**src/hdl/ruc_pkg.sv**
```systemverilog
`timescale 1ns / 1ps
// ----------------------------------------------------------------------------
// Row union closure package
// Shared widths, the sequencer state type and the list memory write port.
// ----------------------------------------------------------------------------
package ruc_pkg;

   localparam int ROW_W        = 6;
   localparam int ENTRY_W      = 2 * ROW_W;
   localparam int IDX_W        = 6;
   localparam int LIST_DEPTH   = 64;
   localparam int SIZE_W       = 3;
   localparam int MAX_SIZE_DEF = 6;
   localparam int DATA_W       = 16;

   // The list stops growing one short of its depth, so its length fits in IDX_W bits.
   localparam logic [IDX_W-1:0] LIST_LIMIT = IDX_W'(LIST_DEPTH - 1);

   typedef enum logic [2:0] {
      ST_IDLE,
      ST_Q_READ,
      ST_Q_TAKE,
      ST_J_READ,
      ST_J_APPEND,
      ST_EMIT_READ,
      ST_EMIT_LOAD,
      ST_EMIT_WAIT
   } state_type;

   typedef struct packed {
      logic               en;
      logic [IDX_W-1:0]   addr;
      logic [ENTRY_W-1:0] data;
   } ram_wr_type;

endpackage

```
**src/hdl/ruc_list_ram.sv**
```systemverilog
`timescale 1ns / 1ps
// ----------------------------------------------------------------------------
// Row union closure list memory
// One write port and one read port with registered read data; each word
// holds a row union in the low bits and its companion in the high bits.
// ----------------------------------------------------------------------------
module ruc_list_ram (
   input  logic                         clock,
   input  ruc_pkg::ram_wr_type          wr,
   input  logic [ruc_pkg::IDX_W-1:0]    rd_addr,
   output logic [ruc_pkg::ENTRY_W-1:0]  rd_data
);

   logic [ruc_pkg::ENTRY_W-1:0] mem_ff [ruc_pkg::LIST_DEPTH];
   logic [ruc_pkg::ENTRY_W-1:0] rd_data_ff;

   always_ff @(posedge clock) begin
      if (wr.en) begin
         mem_ff[wr.addr] <= wr.data;
      end
      rd_data_ff <= mem_ff[rd_addr];
   end

   assign rd_data = rd_data_ff;

endmodule

```
**src/hdl/row_union_closure.sv**
```systemverilog
`timescale 1ns / 1ps
// ----------------------------------------------------------------------------
// Row union closure
// Loads a job of row pairs, builds the closure of the rows under OR and
// streams the distinct unions with their companion unions.
// ----------------------------------------------------------------------------
// A job is matrix_size requests, each a row bitmask and its companion row.
// Every request except the last of a job is taken while the block stays
// idle and produces no response. The last request starts the closure: the
// block drops ready and, for each of the first base-1 list entries (base
// being the list length once loading ends), ORs that entry into every entry
// of the list so far, appending each union whose x row it has not yet seen.
// Reading each outer entry and every inner OR-and-append step happen one
// after another, because all list accesses share the single read port of
// the list memory and one append unit. The outer steps end with one closing
// read; with the default maximum size, at most five loaded rows act as outer
// operands. The list is then sent out in the order it was built, each
// response read, loaded and held until rsp_tready takes it before the next
// is read, and a final all-zero response marked with rsp_tlast ends the
// job. Writing the size register restarts the job being loaded; csr_ready
// is always high, but the register should only be written while the block
// is idle.
// ----------------------------------------------------------------------------
module row_union_closure #(
   parameter int MAX_SIZE = ruc_pkg::MAX_SIZE_DEF
) (
   input  logic                        clock,
   input  logic                        reset,
   // Request: [5:0] x_row, [11:6] y_row, [15:12] zero.
   input  logic                        req_tvalid,
   output logic                        req_tready,
   input  logic [ruc_pkg::DATA_W-1:0]  req_tdata,
   // Response: [5:0] x_union, [11:6] y_union, [15:12] zero.
   output logic                        rsp_tvalid,
   input  logic                        rsp_tready,
   output logic [ruc_pkg::DATA_W-1:0]  rsp_tdata,
   output logic                        rsp_tlast,
   // Size register write: [2:0] matrix_size.
   input  logic                        csr_valid,
   output logic                        csr_ready,
   input  logic [ruc_pkg::SIZE_W-1:0]  csr_data
);

   localparam int ROW_W   = ruc_pkg::ROW_W;
   localparam int IDX_W   = ruc_pkg::IDX_W;
   localparam int SIZE_W  = ruc_pkg::SIZE_W;
   localparam int ENTRY_W = ruc_pkg::ENTRY_W;
   localparam logic [SIZE_W-1:0] MAX_SIZE_C = SIZE_W'(MAX_SIZE);

   ruc_pkg::state_type state_ff, state_in;

   logic [SIZE_W-1:0]           size_ff, size_in;
   logic [SIZE_W-1:0]           rows_ff, rows_in;
   logic [IDX_W-1:0]            count_ff, count_in;
   logic [ruc_pkg::LIST_DEPTH-1:0] seen_ff, seen_in;
   logic [IDX_W-1:0]            base_ff, base_in;
   logic [IDX_W-1:0]            i_ff, i_in;
   logic [IDX_W-1:0]            j_ff, j_in;
   logic [IDX_W-1:0]            cnt_ff, cnt_in;
   logic [ENTRY_W-1:0]          q_ff, q_in;
   logic                        rsp_valid_ff, rsp_valid_in;
   logic [ENTRY_W-1:0]          rsp_data_ff, rsp_data_in;
   logic                        rsp_last_ff, rsp_last_in;

   logic                        req_fire, rsp_fire, csr_fire;
   logic [SIZE_W-1:0]           size_eff;
   logic                        job_done;
   logic                        q_more;
   logic                        j_last;

   // Append unit shared by loading and closure.
   logic                        app_en, app_ok;
   logic [ROW_W-1:0]            app_x, app_y;
   logic [ruc_pkg::LIST_DEPTH-1:0] seen_base;
   logic [IDX_W-1:0]            count_base;

   ruc_pkg::ram_wr_type         ram_wr;
   logic [IDX_W-1:0]            ram_rd_addr;
   logic [ENTRY_W-1:0]          ram_rd_data;

   ruc_list_ram u_list (
      .clock   (clock),
      .wr      (ram_wr),
      .rd_addr (ram_rd_addr),
      .rd_data (ram_rd_data)
   );

   assign req_tready = (state_ff == ruc_pkg::ST_IDLE);
   assign csr_ready  = 1'b1;
   assign req_fire   = req_tvalid & req_tready;
   assign rsp_fire   = rsp_valid_ff & rsp_tready;
   assign csr_fire   = csr_valid & csr_ready;

   // A size of zero acts as one; anything above the maximum is clamped.
   always_comb begin
      if (size_ff == '0) begin
         size_eff = SIZE_W'(1);
      end else if (size_ff > MAX_SIZE_C) begin
         size_eff = MAX_SIZE_C;
      end else begin
         size_eff = size_ff;
      end
   end

   assign job_done = ((rows_ff + SIZE_W'(1)) >= size_eff);
   assign q_more   = (({1'b0, i_ff} + (IDX_W + 1)'(1)) < {1'b0, base_ff});
   assign j_last   = ((j_ff + IDX_W'(1)) == cnt_ff);

   // Next state.
   always_comb begin
      state_in = state_ff;
      unique case (state_ff)
         ruc_pkg::ST_IDLE: begin
            if (req_fire && job_done && !csr_fire) begin
               state_in = ruc_pkg::ST_Q_READ;
            end
         end
         ruc_pkg::ST_Q_READ: begin
            state_in = q_more ? ruc_pkg::ST_Q_TAKE : ruc_pkg::ST_EMIT_READ;
         end
         ruc_pkg::ST_Q_TAKE:   state_in = ruc_pkg::ST_J_READ;
         ruc_pkg::ST_J_READ:   state_in = ruc_pkg::ST_J_APPEND;
         ruc_pkg::ST_J_APPEND: begin
            state_in = j_last ? ruc_pkg::ST_Q_READ : ruc_pkg::ST_J_READ;
         end
         ruc_pkg::ST_EMIT_READ: begin
            state_in = (j_ff == count_ff) ? ruc_pkg::ST_EMIT_WAIT : ruc_pkg::ST_EMIT_LOAD;
         end
         ruc_pkg::ST_EMIT_LOAD: state_in = ruc_pkg::ST_EMIT_WAIT;
         ruc_pkg::ST_EMIT_WAIT: begin
            if (rsp_fire) begin
               state_in = rsp_last_ff ? ruc_pkg::ST_IDLE : ruc_pkg::ST_EMIT_READ;
            end
         end
         default: state_in = ruc_pkg::ST_IDLE;
      endcase
   end

   // Datapath and outputs of the sequencer.
   always_comb begin
      size_in      = size_ff;
      rows_in      = rows_ff;
      base_in      = base_ff;
      i_in         = i_ff;
      j_in         = j_ff;
      cnt_in       = cnt_ff;
      q_in         = q_ff;
      rsp_valid_in = rsp_valid_ff;
      rsp_data_in  = rsp_data_ff;
      rsp_last_in  = rsp_last_ff;
      ram_rd_addr  = j_ff;
      app_en       = 1'b0;
      app_x        = req_tdata[ROW_W-1:0];
      app_y        = req_tdata[ENTRY_W-1:ROW_W];
      seen_base    = seen_ff;
      count_base   = count_ff;

      unique case (state_ff)
         ruc_pkg::ST_IDLE: begin
            if (req_fire) begin
               // The first row of a job starts from an empty list.
               if (rows_ff == '0) begin
                  seen_base  = '0;
                  count_base = '0;
               end
               app_en  = 1'b1;
               rows_in = job_done ? '0 : (rows_ff + SIZE_W'(1));
               i_in    = '0;
            end
         end
         ruc_pkg::ST_Q_READ: begin
            ram_rd_addr = i_ff;
            j_in        = '0;
         end
         ruc_pkg::ST_Q_TAKE: begin
            q_in   = ram_rd_data;
            cnt_in = count_ff;
            j_in   = '0;
         end
         ruc_pkg::ST_J_READ: begin
            ram_rd_addr = j_ff;
         end
         ruc_pkg::ST_J_APPEND: begin
            app_en = 1'b1;
            app_x  = ram_rd_data[ROW_W-1:0] | q_ff[ROW_W-1:0];
            app_y  = ram_rd_data[ENTRY_W-1:ROW_W] | q_ff[ENTRY_W-1:ROW_W];
            j_in   = j_ff + IDX_W'(1);
            if (j_last) begin
               i_in = i_ff + IDX_W'(1);
            end
         end
         ruc_pkg::ST_EMIT_READ: begin
            ram_rd_addr = j_ff;
            if (j_ff == count_ff) begin
               rsp_valid_in = 1'b1;
               rsp_data_in  = '0;
               rsp_last_in  = 1'b1;
            end
         end
         ruc_pkg::ST_EMIT_LOAD: begin
            rsp_valid_in = 1'b1;
            rsp_data_in  = ram_rd_data;
            rsp_last_in  = 1'b0;
         end
         ruc_pkg::ST_EMIT_WAIT: begin
            if (rsp_fire) begin
               rsp_valid_in = 1'b0;
               rsp_last_in  = 1'b0;
               j_in         = j_ff + IDX_W'(1);
            end
         end
         default: begin
            rsp_valid_in = 1'b0;
         end
      endcase

      // A union is appended only if new and while the list has room.
      app_ok = app_en && !seen_base[app_x] && (count_base != ruc_pkg::LIST_LIMIT);

      ram_wr.en   = app_ok;
      ram_wr.addr = count_base;
      ram_wr.data = {app_y, app_x};

      seen_in  = seen_base;
      count_in = count_base;
      if (app_ok) begin
         seen_in[app_x] = 1'b1;
         count_in       = count_base + IDX_W'(1);
      end

      // The closure takes outer operands only from the entries present when loading ended.
      if (state_ff == ruc_pkg::ST_IDLE) begin
         base_in = count_in;
      end

      if (csr_fire) begin
         size_in = csr_data;
         rows_in = '0;
      end
   end

   always_ff @(posedge clock) begin
      if (reset) begin
         state_ff     <= ruc_pkg::ST_IDLE;
         size_ff      <= SIZE_W'(1);
         rows_ff      <= '0;
         count_ff     <= '0;
         seen_ff      <= '0;
         rsp_valid_ff <= 1'b0;
         rsp_last_ff  <= 1'b0;
      end else begin
         state_ff     <= state_in;
         size_ff      <= size_in;
         rows_ff      <= rows_in;
         count_ff     <= count_in;
         seen_ff      <= seen_in;
         rsp_valid_ff <= rsp_valid_in;
         rsp_last_ff  <= rsp_last_in;
      end
   end

   always_ff @(posedge clock) begin
      base_ff     <= base_in;
      i_ff        <= i_in;
      j_ff        <= j_in;
      cnt_ff      <= cnt_in;
      q_ff        <= q_in;
      rsp_data_ff <= rsp_data_in;
   end

   assign rsp_tvalid = rsp_valid_ff;
   assign rsp_tlast  = rsp_last_ff;
   assign rsp_tdata  = {(ruc_pkg::DATA_W - ENTRY_W)'(0), rsp_data_ff};

endmodule

```
**config.mk**
```make
export PLATFORM = sky130hd
export DESIGN_NAME = row_union_closure
export DESIGN_NICKNAME = d
export VERILOG_FILES = /design/src/hdl/ruc_pkg.sv /design/src/hdl/ruc_list_ram.sv /design/src/hdl/row_union_closure.sv
export SDC_FILE = /design/constraint.sdc
export NUM_CORES = 1
export LEC_CHECK = 0
export BUFFER_PORTS_ARGS = -buffer_cell sky130_fd_sc_hd__buf_2
export CAP_MARGIN = 30
export CORE_ASPECT_RATIO = 0.7
export CORE_MARGIN = 2
export CORE_UTILIZATION = 57
export DETAILED_ROUTE_END_ITERATION = 12
export PLACE_DENSITY = 0.73
export SETUP_SLACK_MARGIN = 0.05
export SYNTH_ARGS = -nofsm -noshare
export SYNTH_HDL_FRONTEND = slang
export SYNTH_SLANG_ARGS = --single-unit
```
**constraint.sdc**
```tcl
create_clock -name clock -period 6.1 [get_ports clock]
set_input_delay 0.305 -clock clock [delete_from_list [all_inputs] [get_ports clock]]
set_output_delay 0.305 -clock clock [all_outputs]
set_load 0.005 [all_outputs]
```
# ---- Word level (Yosys, flattened, before mapping)
# Memories as Yosys holds them, arrays and structs flattened. A register that Yosys moved wholly into a read port is not among the register bits.
# Index checks and enable logic that the tools add are counted.
dict set report op_classes {
  div_mod_pow 0
  add_sub_neg 5
  order_cmp 5
  n_mux 40
  n_shift 0
  reduce_logical 22
  n_bitwise 5
  n_mul 0
  n_eq_ne 15
}
# operator n
set op_table {}
lappend op_table {{$mux 64} 4}
lappend op_table {{$or 64x64->64} 1}
lappend op_table {{$mux 6} 10}
lappend op_table {{$pmux 12 s2} 1}
lappend op_table {{$pmux 3 s8} 1}
lappend op_table {{$mux 3} 7}
lappend op_table {{$add 6x1->6 const B} 3}
lappend op_table {{$pmux 6 s3} 1}
lappend op_table {{$eq 3x3->1 const B} 4}
lappend op_table {{$eq 6x6->1} 2}
lappend op_table {{$mux 12} 1}
lappend op_table {{$or 6x6->6} 2}
lappend op_table {{$pmux 6 s2} 1}
lappend op_table {{$logic_not 3->1} 3}
lappend op_table {{$mux 1} 8}
lappend op_table {{$reduce_and 2->1} 4}
lappend op_table {{$add 6x1->7 const B} 1}
lappend op_table {{$lt 6x7->1 const B} 1}
lappend op_table {{$lt 7x6->1} 1}
lappend op_table {{$bmux 1 s6} 1}
lappend op_table {{$demux 1 s6} 1}
lappend op_table {{$eq 3x2->1 const B} 2}
lappend op_table {{$ge 6x1->1 const B} 1}
lappend op_table {{$ne 2x2->1 const B} 3}
lappend op_table {{other kinds (16)} 28}
dict set report totals {
  in_bits 24
  word_cells 106
  regBits 129
  latch_bits 0
  ram_bits 768
  n_memories 1
  output_inout_bits 20
  romBits 0
}
# name depth word_bits read_ports rd_clocked_by_memory_dff write_ports line_no
set memory_table {}
lappend memory_table {u_list.mem_ff 64 12 1 1 1 ruc_list_ram.sv:14} ;# logic [ruc_pkg::ENTRY_W-1:0] mem_ff [ruc_pkg::LIST_DEPTH];

# ---- Longest topological paths before layout
dict set report depth {
  depth_word 11
  mapped_depth 16
  depth_no_buf 13
}

# ---- By module
# Synthesis repeated with hierarchy kept, for this count alone.
dict set report hier_totals {
  cells_unflattened 1970
  hier_area_um2 36311.1
}
# mod area_per_inst_um2 instances cells_each seq_area_each_um2
set by_module_without_submodules {}
lappend by_module_without_submodules {ruc_list_ram 29851.1 1 1339 23302.3}
lappend by_module_without_submodules {row_union_closure 6459.9 1 631 3062.9}

# ---- Worst setup path before layout
# No wires, ideal clock.
dict set report synth_timing {
  path_kind {reg2reg}
  startpoint {register state_ff[1]}
  endpoint {memory u_list.mem_ff[62][0] (netlist name), enable pin}
  path_stages_with_launch 13
  arrival_time_ns 4.643
  setup_ns 0.412
  path_slack_ns 1.044
  period_less_slack_ns 5.056
  t_required_ns 5.688
  n_path_buf 3
  cell_sequence {dfxtp_1 -> buf_2 -> nor3b_2 -> buf_2 -> mux2i_1 -> inv_1 -> o221ai_1 -> a211oi_1 -> o2111ai_1 -> nor4_2 -> buf_4 -> nand2_1 -> nor4_1}
}
dict set report synth_via {
  word_cells_on_any_way 18
  cone_classes {eq/ne: 2; mux: 11; bitwise: 1; reduce/logical: 4}
}
# element line_no
set synth_lines {}
lappend synth_lines {{start: declaration} row_union_closure.sv:50} ;# ruc_pkg::state_type state_ff, state_in;
lappend synth_lines {{start signal: assignment} row_union_closure.sv:244} ;# state_ff <= ruc_pkg::ST_IDLE;
lappend synth_lines {{start signal: assignment} row_union_closure.sv:252} ;# state_ff <= state_in;
lappend synth_lines {{$eq 3x3->1} row_union_closure.sv:158} ;# unique case (state_ff)
lappend synth_lines {{$mux 6} row_union_closure.sv:158}
lappend synth_lines {{via app_x[3]} row_union_closure.sv:73} ;# logic [ROW_W-1:0] app_x, app_y;
lappend synth_lines {{$bmux 1 s6} row_union_closure.sv:218} ;# app_ok = app_en && !seen_base[app_x] && (count_base != ruc_pkg::LIST_LIMIT);
lappend synth_lines {{$mux 1 (implied by the code)} row_union_closure.sv:218}
lappend synth_lines {{$logic_not 1->1} row_union_closure.sv:218}
lappend synth_lines {{$logic_and 1x1->1 (2 in series)} row_union_closure.sv:218}
lappend synth_lines {{$mux 1} ruc_list_ram.sv:18} ;# if (wr.en) begin
lappend synth_lines {{$mux 1 (implied by the code)} ruc_list_ram.sv:19} ;# mem_ff[wr.addr] <= wr.data;
lappend synth_lines {{end: declaration} ruc_list_ram.sv:14}
# The timed path passes the listed nets, and every way through them passes these cells. The select of a mux whose other input is x is not followed.

# ---- Worst setup path in the final report
dict set report layout_timing {
  startpoint {register state_ff[0]}
  endpoint {memory u_list.mem_ff[35][7] (netlist name), enable pin}
}
dict set report layout_via {
  elab_chain_len 11
  word_cells_on_any_way 18
  cone_classes {eq/ne: 2; mux: 11; bitwise: 1; reduce/logical: 4}
}
# element line_no
set layout_rtl {}
lappend layout_rtl {{$logic_not 3->1} {row_union_closure.sv:88, row_union_closure.sv:158}}
lappend layout_rtl {{$and 1x1->1} row_union_closure.sv:90} ;# assign req_fire = req_tvalid & req_tready;
lappend layout_rtl {{$mux 64} row_union_closure.sv:160} ;# if (req_fire) begin
lappend layout_rtl {{$mux 64} row_union_closure.sv:158}
lappend layout_rtl {{$bmux 1 s6} row_union_closure.sv:218}
lappend layout_rtl {{$mux 1 (implied by the code)} row_union_closure.sv:218}
lappend layout_rtl {{$logic_not 1->1} row_union_closure.sv:218}
lappend layout_rtl {{$logic_and 1x1->1 (2 in series)} row_union_closure.sv:218}
lappend layout_rtl {{$mux 1} ruc_list_ram.sv:18}
lappend layout_rtl {{$mux 1 (implied by the code)} ruc_list_ram.sv:19}
# Parallel ways exist; a longest one is shown, timed or not. The select of a mux whose other input is x is not followed.

==> metrics.md <==
| Metric | Value |
|---|---|
| I/O Buffers | 34 |
| Initial antenna violation count | 0 |
| P_leak | between 10 and 15 nW |
| YS warnings | 0 |
| Core area | about 0.063 mm^2 |
| Post-synth ARST share | 0 |
| CP Buf/Inv Count | 2 |
| Status | completed |
| Clock root buffer | clkbuf_16 |
| CTS max path bufs | 3 |
| Synth cell types | between 70 and 80 |
| Min Tclk post-route | roughly 5.4 ns |
| Largest net degree at the start of global routing | between 90 and 100 |
| Sequential cell area fraction in the yosys report | 0.727 |
| Final core occ | 0.650 |
| Power share of the clock group | 0.265 |
| Number of routed nets with antenna violations | 0 |
| Max-cap viol count | 0 |
| CTS tree | built |
| Fin Hold WS | ~0.057 ns |
| Max VDD drop | around 340 uV |
| Sw frac | 0.337 |
| Critical path required time | ~6.4 ns |
| Power per cell area | ~470 mW/mm^2 |
| GPL Wtd Cong | a little over 0.9 |
| Netlist Area Pre-Place | roughly 0.036 mm^2 |
| Max_slew headroom | 0.341 |
| GRT Util Overall | 0.270 |
| Final setup viols | 0 |
| Top-count cell post-synth | edfxtp_1 |
| Vias | roughly 20000 |
| Worst setup EP type | flop |
| Max frequency | 186 MHz |
| Grt total ovfl | 0 |
| Clk sinks | a little over 900 |
| Setup tns final | 0 ns |
| Slowest CP cell | or3b_1 |
| Tcrit/Tclk final | 0.883 |
| First-pass DRT Iterations | 8 |
| Layout cells sized above 1 | 0.236 |
| Setup Skew | about 0.018 ns |
| CTS Buf Count | roughly 80 |
| Slew @ Worst Pin | 0.968 ns |
| Final HPWL DP | 53.6 mm |
| I/O pin count | 44 |
| CP Cell Sequence | or3b_1, nor3_1, o21ai_1, o22ai_1, a2111oi_2, o2111ai_1, nor4_4, buf_4, nand4b_2, nor2_1, buf_4 |
| First-pass GRT wire length | 130 mm |
| Top cells by count, synth | edfxtp_1, nand2_1, mux4_2 |
| Initial Util | 0.576 |
| Clock-pin slew on the worst setup and hold paths | approximately 0.070 ns |
| Die span in x | between 300 and 400 um |
| Vias per cell | around 6.5 |
| Overall routed net length | roughly 87 mm |
| Clock latency at the later pin of the worst-skew pair | roughly 0.64 ns |
| Cell taking the most area after synthesis | edfxtp_1 |
| P_sw | roughly 0.0065 W |
| RSZ-0062 raised after global routing | false |
| Min-Delay Path Class | in2reg |
| Final hold vios | 0 |
| Dominant synthesized flop cell | edfxtp_1 |
| Internal | 0.0128 W |
| Wirelength per Cell | ~28 um |
| Worst-path fanout max | 22 |
| Setup CP Type | reg2reg |
| Post-route DRC violation count | 0 |
| Layout net count | about 2300 |
| CTS H-tree lvls | 3 |
| Post-CTS setup buffers | 0 |
| Iteration-0 DRC Markers | roughly 3100 |
| Sequential Power Share | 0.383 |
| Std-Cell Rows | 77 |
| Total power | 0.0193 W |
| Gate Count Post-Synth | roughly 2100 |
| Die Height | ~220 um |
| Synth top area cells | edfxtp_1, mux4_2, dfxtp_1, nand2_1, a211oi_1 |
| Top delay family on crit path | simple AND/OR/NAND/NOR gates |
| Final Max Tran Viols | 0 |
| Die area | between 0.06 and 0.07 mm^2 |
| Vias in the first global route | between 15000 and 20000 |
| Element type at the critical path start | flop |
| Combinational Power Share | 0.352 |
| EDFF count, synth | 816 |
| CP peak stage delay | roughly 0.78 ns |
| CP most frequent cell | buf_4 |
| Avg Cell Area, Syn | between 15 and 20 um^2 |
| Ant diodes | 0 |
| Post-synth top area share | 0.675 |
| Area grow syn2layout | 12.8% |
| Seq cells post-synth | approximately 910 |
| CP arrival | roughly 5.7 ns |
cell families after synthesis:
group	after synthesis	share of synthesized area
buf+inv	149	0.0173
xor+xnor	22	0.00531
simple gates	503	0.0646
compound gates	294	0.0522
other cells	2	0.000207
mux	224	0.129
fa+ha+maj	14	0.00476
flops	909	0.727
worst reg2reg max path, stage by stage (launching register included):
cell and delay, ns:
dfxtp_1 0.58, or3b_1 0.78, nor3_1 0.25, o21ai_1 0.65
o22ai_1 0.18, a2111oi_2 0.40, o2111ai_1 0.19, nor4_4 0.35
buf_4 0.32, nand4b_2 0.56, nor2_1 0.53, buf_4 0.28
stage by stage:
step | instance area (um^2) | instances | setup slack [ns]
after detailed placement | 38200 | 2999 | 0.825
after global routing | 40900 | 3154 | 0.313
final | 40900 | 3154 | 0.715
after floorplan | 36300 | 2120 | 1.04
after CTS | 40900 | 3154 | 0.792
after global placement | 38200 | 2997 | 0.968
power by group through the flow:
| stage | combinational [W] | clock, W | sequential, W |
|---|---|---|---|
| final | 0.00679 | 0.00512 | 0.00738 |
| after global routing | 0.00718 | 0.00542 | 0.00740 |
| after CTS | 0.00674 | 0.00519 | 0.00738 |
| after detailed placement | 0.00669 | 0 | 0.00751 |
| after global placement | 0.00658 | 0 | 0.00749 |
| after floorplan | 0.00431 | 0 | 0.00741 |
what timing repair did:
item	in CTS	in global routing
resized for setup	0	0
hold buffers	5	0
endpoints found under the hold margin	6	0
registers in the layout, indices dropped and copies added (netlist names):
signal	count
j_ff	6
rows_ff	3
count_ff	6
i_ff	6
rsp_data_ff	12
state_ff	3
base_ff	6
u_list.mem_ff	768
size_ff	3
cnt_ff	6
rsp_tvalid	1
u_list.rd_data	12
rsp_tlast	1
q_ff	12
seen_ff	64
final cells by class:
| class | instances | area [um^2] |
|---|---|---|
| sequential | 909 | 26400 |
| fill | 4249 | 22100 |
| multi-input combinational | 1062 | 9420 |
| clock buffer | 106 | 2270 |
| timing repair buffer | 178 | 1350 |
| tap | 829 | 1040 |
| clock inverter | 44 | 394 |
| inverter | 26 | 97.6 |
per-layer routing:
layer | track usage | share of wire | up-vias
li1 | - | - | 8641
met3 | 0.0797 | 0.12 | 127
met2 | 0.379 | 0.43 | 1212
met5 | 0 | 0 | -
met4 | 0.0680 | 0.021 | 0
met1 | 0.417 | 0.42 | 10400
cell usage in the layout (no fill, tap or decap), types with 11 or more instances in the layout:
master / synthesis / layout
clkbuf_1: 79 / 13
nor2_1: 107 / 106
buf_4: 8 / 131
and2_1: 65 / 65
clkbuf_16: 0 / 86
a311oi_1: 25 / 25
nand3_1: 20 / 20
buf_2: 26 / 35
mux2i_1: 21 / 15
mux4_2: 193 / 193
nand2_1: 229 / 223
a21oi_1: 39 / 39
ha_1: 13 / 13
nor3_1: 20 / 19
clkinv_2: 0 / 23
a211oi_1: 64 / 64
dfxtp_1: 93 / 93
o21ai_1: 10 / 11
o21ai_0: 83 / 82
a31oi_1: 31 / 31
edfxtp_1: 816 / 816
inv_1: 25 / 21
xor2_1: 15 / 15
worst paths after layout:
kind / from / end / slack, ns / cells after the start
worst min register to register: u_list.rd_data[3] / q_ff[3] / 0.45 / 0
worst max-delay path: state_ff[0] / u_list.mem_ff[35][7] / 0.72 / 11
worst max register to register: state_ff[0] / u_list.mem_ff[35][7] / 0.72 / 11
worst min-delay path: rsp_tready / rsp_tvalid / 0.06 / 4
Note: power is estimated with default switching activity, not from simulation.
